File: src/sv/mscp_pkg.sv
// ----------------------------------------------------------------------------
// mscp_pkg
// Shared types and constants for the system control coprocessor.
// ----------------------------------------------------------------------------
package mscp_pkg;

    localparam int REGISTER_COUNT_DEF = 32;

    localparam logic [2:0] CMD_READ      = 3'd0;
    localparam logic [2:0] CMD_WRITE     = 3'd1;
    localparam logic [2:0] CMD_TICK      = 3'd2;
    localparam logic [2:0] CMD_EXCEPTION = 3'd3;
    localparam logic [2:0] CMD_RFE       = 3'd4;
    localparam logic [2:0] CMD_ERET      = 3'd5;

    localparam logic [4:0] R_RANDOM   = 5'd1;
    localparam logic [4:0] R_BADVADDR = 5'd8;
    localparam logic [4:0] R_COUNT    = 5'd9;
    localparam logic [4:0] R_COMPARE  = 5'd11;
    localparam logic [4:0] R_STATUS   = 5'd12;
    localparam logic [4:0] R_CAUSE    = 5'd13;
    localparam logic [4:0] R_EPC      = 5'd14;
    localparam logic [4:0] R_PRID     = 5'd15;
    localparam logic [4:0] R_CONFIG   = 5'd16;
    localparam logic [4:0] R_ERROREPC = 5'd30;

    localparam logic [4:0] EXC_MOD  = 5'd1;
    localparam logic [4:0] EXC_ADES = 5'd5;

    localparam logic [31:0] STATUS_WR_MASK = 32'hFFFC_FFFF;
    localparam logic [31:0] STATUS_KEEP    = 32'h0003_0000;
    localparam logic [31:0] CAUSE_WR_MASK  = 32'h0000_0300;
    localparam logic [31:0] CAUSE_TI       = 32'h0000_8000;
    localparam logic [31:0] CAUSE_EXC_MASK = 32'h0000_007C;
    localparam logic [31:0] VEC_BEV        = 32'hBFC0_0200;
    localparam logic [31:0] VEC_NORMAL     = 32'h8000_0000;
    localparam logic [31:0] ST_BEV         = 32'h0040_0000;
    localparam logic [31:0] ST_ERL         = 32'h0000_0004;
    localparam logic [31:0] ST_EXL         = 32'h0000_0002;
    localparam logic [31:0] ST_IE          = 32'h0000_0001;

    localparam logic [31:0] RST_PRID    = 32'h0000_2700;
    localparam logic [31:0] RST_CONFIG  = 32'h0006_E463;
    localparam logic [31:0] RST_STATUS  = 32'h0040_0000;
    localparam logic [31:0] RST_COMPARE = 32'hFFFF_FFFF;
    localparam logic [31:0] RST_RANDOM  = 32'd63;

    typedef struct packed {
        logic [2:0]  command;
        logic [4:0]  register_index;
        logic [31:0] write_data;
        logic [31:0] tick_count;
        logic [4:0]  exception_code;
        logic [31:0] current_pc;
    } t_in_beat;

    typedef struct packed {
        logic [31:0] read_data;
        logic [31:0] new_pc;
        logic        pc_valid;
        logic [7:0]  pending_irq;
    } t_out_beat;

    typedef struct packed {
        logic capture;
        logic execute;
    } t_ctl;

endpackage

File: src/sv/mscp_ctrl.sv
// ----------------------------------------------------------------------------
// mscp_ctrl
// Handshake controller: holds one command and the result register state.
// ----------------------------------------------------------------------------
module mscp_ctrl (
    input  logic          i_clk,
    input  logic          i_rst_n,
    input  logic          i_in_valid,
    output logic          o_in_stall,
    output logic          o_out_valid,
    input  logic          i_out_stall,
    output mscp_pkg::t_ctl o_ctl
);
    import mscp_pkg::*;

    localparam logic S_EMPTY = 1'b0;
    localparam logic S_HELD  = 1'b1;

    logic r_state, n_state;
    logic r_out_valid, n_out_valid;
    logic execute, capture;

    assign execute    = (r_state == S_HELD) & (~r_out_valid | ~i_out_stall);
    assign o_in_stall = (r_state == S_HELD) & ~execute;
    assign capture    = i_in_valid & ~o_in_stall;

    always_comb begin
        case (r_state)
            S_EMPTY: n_state = capture ? S_HELD : S_EMPTY;
            S_HELD:  n_state = (capture | ~execute) ? S_HELD : S_EMPTY;
            default: n_state = S_EMPTY;
        endcase
        n_out_valid = execute | (r_out_valid & i_out_stall);
    end

    always_ff @(posedge i_clk) begin
        if (!i_rst_n) begin
            r_state     <= S_EMPTY;
            r_out_valid <= 1'b0;
        end else begin
            r_state     <= n_state;
            r_out_valid <= n_out_valid;
        end
    end

    assign o_out_valid   = r_out_valid;
    assign o_ctl.capture = capture;
    assign o_ctl.execute = execute;

endmodule

File: src/sv/mscp_datapath.sv
// ----------------------------------------------------------------------------
// mscp_datapath
// Register file, command execution and result register.
// ----------------------------------------------------------------------------
module mscp_datapath #(
    parameter int REGISTER_COUNT = mscp_pkg::REGISTER_COUNT_DEF
) (
    input  logic                i_clk,
    input  logic                i_rst_n,
    input  mscp_pkg::t_ctl      i_ctl,
    input  mscp_pkg::t_in_beat  i_in_beat,
    output mscp_pkg::t_out_beat o_out_beat
);
    import mscp_pkg::*;

    localparam int IW = $clog2(REGISTER_COUNT);

    function automatic logic [31:0] reset_value(input logic [IW-1:0] idx);
        logic [31:0] v;
        v = '0;
        if (idx == IW'(R_PRID))    v = RST_PRID;
        if (idx == IW'(R_CONFIG))  v = RST_CONFIG;
        if (idx == IW'(R_STATUS))  v = RST_STATUS;
        if (idx == IW'(R_COMPARE)) v = RST_COMPARE;
        if (idx == IW'(R_RANDOM))  v = RST_RANDOM;
        return v;
    endfunction

    t_in_beat    r_item;
    logic [31:0] r_regs [REGISTER_COUNT];
    logic [31:0] n_regs [REGISTER_COUNT];
    t_out_beat   r_out, n_out;

    logic [IW-1:0] idx;
    logic [31:0]   st, cause, new_count;
    logic [31:0]   n_status, n_cause;

    assign idx       = r_item.register_index[IW-1:0];
    assign st        = r_regs[IW'(R_STATUS)];
    assign cause     = r_regs[IW'(R_CAUSE)];
    assign new_count = r_regs[IW'(R_COUNT)] + r_item.tick_count;

    always_comb begin
        n_regs          = r_regs;
        n_out.read_data = '0;
        n_out.new_pc    = '0;
        n_out.pc_valid  = 1'b0;
        case (r_item.command)
            CMD_READ: n_out.read_data = r_regs[idx];
            CMD_WRITE: begin
                if (idx == IW'(R_STATUS)) begin
                    n_regs[idx] = (r_item.write_data & STATUS_WR_MASK) | (st & STATUS_KEEP);
                end else if (idx == IW'(R_CAUSE)) begin
                    n_regs[idx] = (cause & ~CAUSE_WR_MASK)
                                | (r_item.write_data & CAUSE_WR_MASK);
                end else if (idx != IW'(R_PRID) && idx != IW'(R_CONFIG)) begin
                    n_regs[idx] = r_item.write_data;
                end
            end
            CMD_TICK: begin
                n_regs[IW'(R_COUNT)] = new_count;
                if (new_count >= r_regs[IW'(R_COMPARE)]) begin
                    n_regs[IW'(R_CAUSE)] = cause | CAUSE_TI;
                end
            end
            CMD_EXCEPTION: begin
                if ((st & ST_EXL) != '0) begin
                    n_regs[IW'(R_ERROREPC)] = r_item.current_pc;
                end else begin
                    n_regs[IW'(R_EPC)] = r_item.current_pc;
                end
                n_regs[IW'(R_STATUS)] = st | ST_EXL;
                n_regs[IW'(R_CAUSE)]  = (cause & ~CAUSE_EXC_MASK)
                                      | {25'd0, r_item.exception_code, 2'b00};
                if (r_item.exception_code >= EXC_MOD && r_item.exception_code <= EXC_ADES) begin
                    n_regs[IW'(R_BADVADDR)] = r_item.current_pc;
                end
                n_out.new_pc   = (((st & ST_BEV) != '0) ? VEC_BEV : VEC_NORMAL)
                               + {20'd0, r_item.exception_code, 7'd0};
                n_out.pc_valid = 1'b1;
            end
            CMD_RFE: n_regs[IW'(R_STATUS)] = st & ~ST_EXL;
            CMD_ERET: begin
                if ((st & ST_ERL) != '0) begin
                    n_out.new_pc          = r_regs[IW'(R_ERROREPC)];
                    n_regs[IW'(R_STATUS)] = st & ~ST_ERL;
                end else begin
                    n_out.new_pc          = r_regs[IW'(R_EPC)];
                    n_regs[IW'(R_STATUS)] = st & ~ST_EXL;
                end
                n_out.pc_valid = 1'b1;
            end
            default: ;
        endcase
        n_status = n_regs[IW'(R_STATUS)];
        n_cause  = n_regs[IW'(R_CAUSE)];
        n_out.pending_irq = ((n_status & ST_IE) != '0) ? (n_cause[15:8] & n_status[15:8])
                                                       : 8'd0;
    end

    always_ff @(posedge i_clk) begin
        if (!i_rst_n) begin
            for (int i = 0; i < REGISTER_COUNT; i++) begin
                r_regs[i] <= reset_value(IW'(i));
            end
        end else if (i_ctl.execute) begin
            r_regs <= n_regs;
        end
    end

    always_ff @(posedge i_clk) begin
        if (i_ctl.capture) begin
            r_item <= i_in_beat;
        end
        if (i_ctl.execute) begin
            r_out <= n_out;
        end
    end

    assign o_out_beat = r_out;

endmodule

File: src/sv/mips_system_coprocessor.sv
// ----------------------------------------------------------------------------
// mips_system_coprocessor
// An accepted command is registered, then executed into the result register.
// Throughput: one command per cycle; the command register and the result
// register execute and drain in step while the output is not stalled.
// Reset: synchronous active low; registers load their architectural reset
// values (PRId, Config, Status with BEV, Compare, Random; others zero).
// ----------------------------------------------------------------------------
module mips_system_coprocessor #(
    parameter int REGISTER_COUNT = mscp_pkg::REGISTER_COUNT_DEF
) (
    input  logic                i_clk,
    input  logic                i_rst_n,
    input  logic                i_in_valid,
    output logic                o_in_stall,
    input  mscp_pkg::t_in_beat  i_in_beat,
    output logic                o_out_valid,
    input  logic                i_out_stall,
    output mscp_pkg::t_out_beat o_out_beat
);
    import mscp_pkg::*;

    t_ctl ctl;

    mscp_ctrl u_ctrl (
        .i_clk       (i_clk),
        .i_rst_n     (i_rst_n),
        .i_in_valid  (i_in_valid),
        .o_in_stall  (o_in_stall),
        .o_out_valid (o_out_valid),
        .i_out_stall (i_out_stall),
        .o_ctl       (ctl)
    );

    mscp_datapath #(
        .REGISTER_COUNT (REGISTER_COUNT)
    ) u_datapath (
        .i_clk      (i_clk),
        .i_rst_n    (i_rst_n),
        .i_ctl      (ctl),
        .i_in_beat  (i_in_beat),
        .o_out_beat (o_out_beat)
    );

endmodule

File: config.mk
export PLATFORM = sky130hd
export DESIGN_NAME = mips_system_coprocessor
export DESIGN_NICKNAME = d
export VERILOG_FILES = /design/src/sv/mscp_pkg.sv /design/src/sv/mscp_ctrl.sv /design/src/sv/mscp_datapath.sv /design/src/sv/mips_system_coprocessor.sv
export SDC_FILE = /design/constraint.sdc
export NUM_CORES = 2
export LEC_CHECK = 0
export BUFFER_PORTS_ARGS = -buffer_cell sky130_fd_sc_hd__buf_2
export CORE_MARGIN = 2
export CORE_UTILIZATION = 35
export CTS_BUF_LIST = sky130_fd_sc_hd__clkbuf_4
export DETAILED_ROUTE_END_ITERATION = 10
export GPL_TIMING_DRIVEN = 0
export PLACE_DENSITY = 0.57
export SLEW_MARGIN = 15
export SYNTH_ARGS = -nofsm -noshare
export SYNTH_HDL_FRONTEND = slang
export SYNTH_SLANG_ARGS = --single-unit
File: constraint.sdc
create_clock -name i_clk -period 6.94 [get_ports i_clk]
set_clock_uncertainty 0.05 [all_clocks]
set_input_delay 0.347 -clock i_clk [delete_from_list [all_inputs] [get_ports i_clk]]
set_output_delay 0.347 -clock i_clk [all_outputs]
set_load 0.01 [all_outputs]
==> reports/results.tsv <==
metric	value	unit
Crit. End Element	flop	
Period minus WS final	5.05	ns
Top-Level Pins	188	
most frequent cells after synthesis	dfxtp_1 (1,026), nor2_1 (996), a211oi_1 (508)	
Synth Register Bits	1208	
DIE WIDTH	393	um
starting DRC count in detailed routing	8245	
Core ar.	150000	um2
Die ar.	155000	um2
R2R depth	8	
CTS tree	yes	
asr flop ratio synth	0	%
Post-layout nets	6313	
via count	51900	
Cells after Synth	5361	
final hold violation count	0	
Critical Path Fanout Max	10	
vias in the first global route	47700	
GRT overflow	0	
Longest Clk Path Bufs	4	
Rel. slew slack	4.83	%
Lkg Pwr	22.8	nW
htree depth	5	
total negative slack	0	ns
fraction of layout cells with a size suffix above 1	21.3	%
dpl hpwl	212000	um
antenna violations before repair	34	
clk slew on worst S/H paths	0.07	ns
CP max stage delay	1.00	ns
cell with the most instances after synthesis	dfxtp_1	
Yosys top cell area share	38.7	%
top cells by area, synth	dfxtp_1 (39%), mux4_2 (11%), edfxtp_1 (10%)	
RSZ-0062 raised after global routing	no	
RePlAce Congestion	1.07	
WP data arrival	6.05	ns
post-CTS setup buffer count	0	
crit path max-delay cell type	a22oi_1	
status	completed	
Worst Setup Start Kind	flop	
Setup Slack @ Placement	2.12	ns
Fillers	14800	
Fin Hold WS	0.123	ns
Routed WL per cell	34.9	um
sequential share of the synthesized area	49.0	%
Synth Warn #	0	
clock sinks	1208	
port bufs	186	
final max-slew violation count	0	
Synth Cell Area	53100	um2
Total Routed Length	293000	um
critical path required time	7.95	ns
critical-path cell list	buf_2 > clkbuf_1 > buf_2 > mux4_2 > a22oi_1 > nand3_1 > a21oi_1 > nor2_1	
CP Class	reg2reg	
hold path depth	3	
Pre-Repair DR Iteration Count	6	
Via-to-Cell Ratio	6.19	
clock root buffer	clkbuf_4	
antenna-violating nets left	0	
Max IR drop VDD	0.000141	V
total CTS buffers	349	
drt drc	0	
Worst Tran Pin Value	1.41	ns
Row Count	142	
area leader, netlist	dfxtp_1	
Setup violations, final	0	
Initial Utilization	35.4	%
max-cap violations	0	
Clk Latency, worst-skew pair	1.44	ns
Syn-to-layout area delta	19.1	%
power density over cell area	243	nW/um2
largest net degree at the start of global routing	55	
Final Worst Setup Slack	1.89	ns
most used cell, CP	buf_2	
Unique masters post-synth	89	
period utilization	72.7	%
Hold Path Class	in2reg	
main flop type after synthesis	dfxtp_1	
number of synthesized flops with an enable pin	182	
synthesized net count	5540	
synthesized area per cell	9.90	um2
Fmax	198	MHz
chip height	393	um
first-pass GRT wire length	391000	um
GRT Total Usage	36.4	%
## final timing paths
path | slack, ns | from | endpoint
min reg2reg | 0.40 | u_datapath.r_regs[481] | u_datapath.r_regs[481]
max reg2reg | 1.89 | u_datapath.idx[1] | u_datapath.o_out_beat[60]
min | 0.12 | i_in_beat[20] | u_datapath.r_item[20]
max | 1.89 | u_datapath.idx[1] | u_datapath.o_out_beat[60]
## logic make-up (layout without fill, tap and decap cells)
group	Yosys count	after routing	share of synthesized area, %
and+or+nand+nor	1727	1727	13.6
muxes	336	336	12.4
buffers and inverters	557	1555	4.60
xor gates and xnor gates	31	31	0.512
AOI/OAI and AO/OA	1436	1436	18.3
DFF	1208	1208	49.0
other	0	18	0
adders and majority gates	66	66	1.57
## registers in the layout (all words and copies together) (netlist names)
register / count
u_datapath.r_regs: 960
u_datapath.r_item: 104
u_datapath.o_out_beat: 73
u_datapath.cause: 32
u_datapath.st: 32
u_datapath.idx: 5
u_ctrl.o_out_valid: 1
u_ctrl.r_state: 1
## worst max-delay path, delay by kind of cell, from the launching register on
kind	cells	cell delay (ns)
AO/OA/AOI/OAI	2	1.32
buffers and inverters	3	1.66
flip-flops	1	0.65
multiplexers	1	0.42
AND/OR/NAND/NOR	2	0.58
## repair_timing
action	4_1_cts	5_1_grt
endpoints found under the setup margin	0	0
endpoints found under the hold margin	259	0
hold buffers	225	0
resized for setup	0	0
## layer usage
metal / global-route usage (%) / vias to the layer above / wire length, um
met2: 50.1 / 4065 / 117000
met4: 25.9 / 18 / 24300
met5: 0 / - / 295
met1: 46.2 / 25700 / 110000
met3: 14.4 / 978 / 41400
li1: - / 21200 / -
## layout make-up
cell class	count	area (um2)	share of cell area (%)
Inverter	57	214	0.338
Clock buffer	520	3900	6.17
Clock inverter	56	225	0.356
Multi-Input combinational cell	3596	24600	39.0
Timing Repair Buffer	422	3400	5.37
Buffer	500	2270	3.59
Sequential cell	1208	26000	41.1
Tap cell	2016	2520	3.99
Antenna cell	18	45.0	0.0712
## cell usage in the layout (no fill, tap or decap), types with 44 or more instances in the layout
cell and instances:
a21oi_1 423, dlygate4sd3_1 225, a211oi_1 508, nand3_1 112
o211ai_1 44, buf_2 403, mux2i_1 61, mux4_2 256
clkbuf_1 215, nor2_1 995, and2_1 82, o21ai_0 138
a22oi_1 151, ha_1 65, inv_1 55, dfxtp_1 1026
clkbuf_4 521, clkinv_1 44, edfxtp_1 182, nand2_1 400
## report_power, final
| group | internal, mW | switching, mW | total [mW] |
|---|---|---|---|
| logic | 0.355 | 1.10 | 1.46 |
| registers | 7.17 | 0.0570 | 7.22 |
| clock network | 3.38 | 3.31 | 6.69 |
| total | 10.9 | 4.47 | 15.4 |
## per-stage QoR
stage	power [mW]	instances	utilization, %	cell area [um2]
2_1_floorplan	7.91	5361	-	53100
3_3_place_gp	8.63	7563	37.7	56500
3_5_place_dp	8.64	7573	37.8	56800
4_1_cts	15.2	8374	42.1	63200
5_1_grt	15.7	8379	42.1	63200
6_report	15.4	8393	42.1	63200
(Power assumes the default switching activity.)
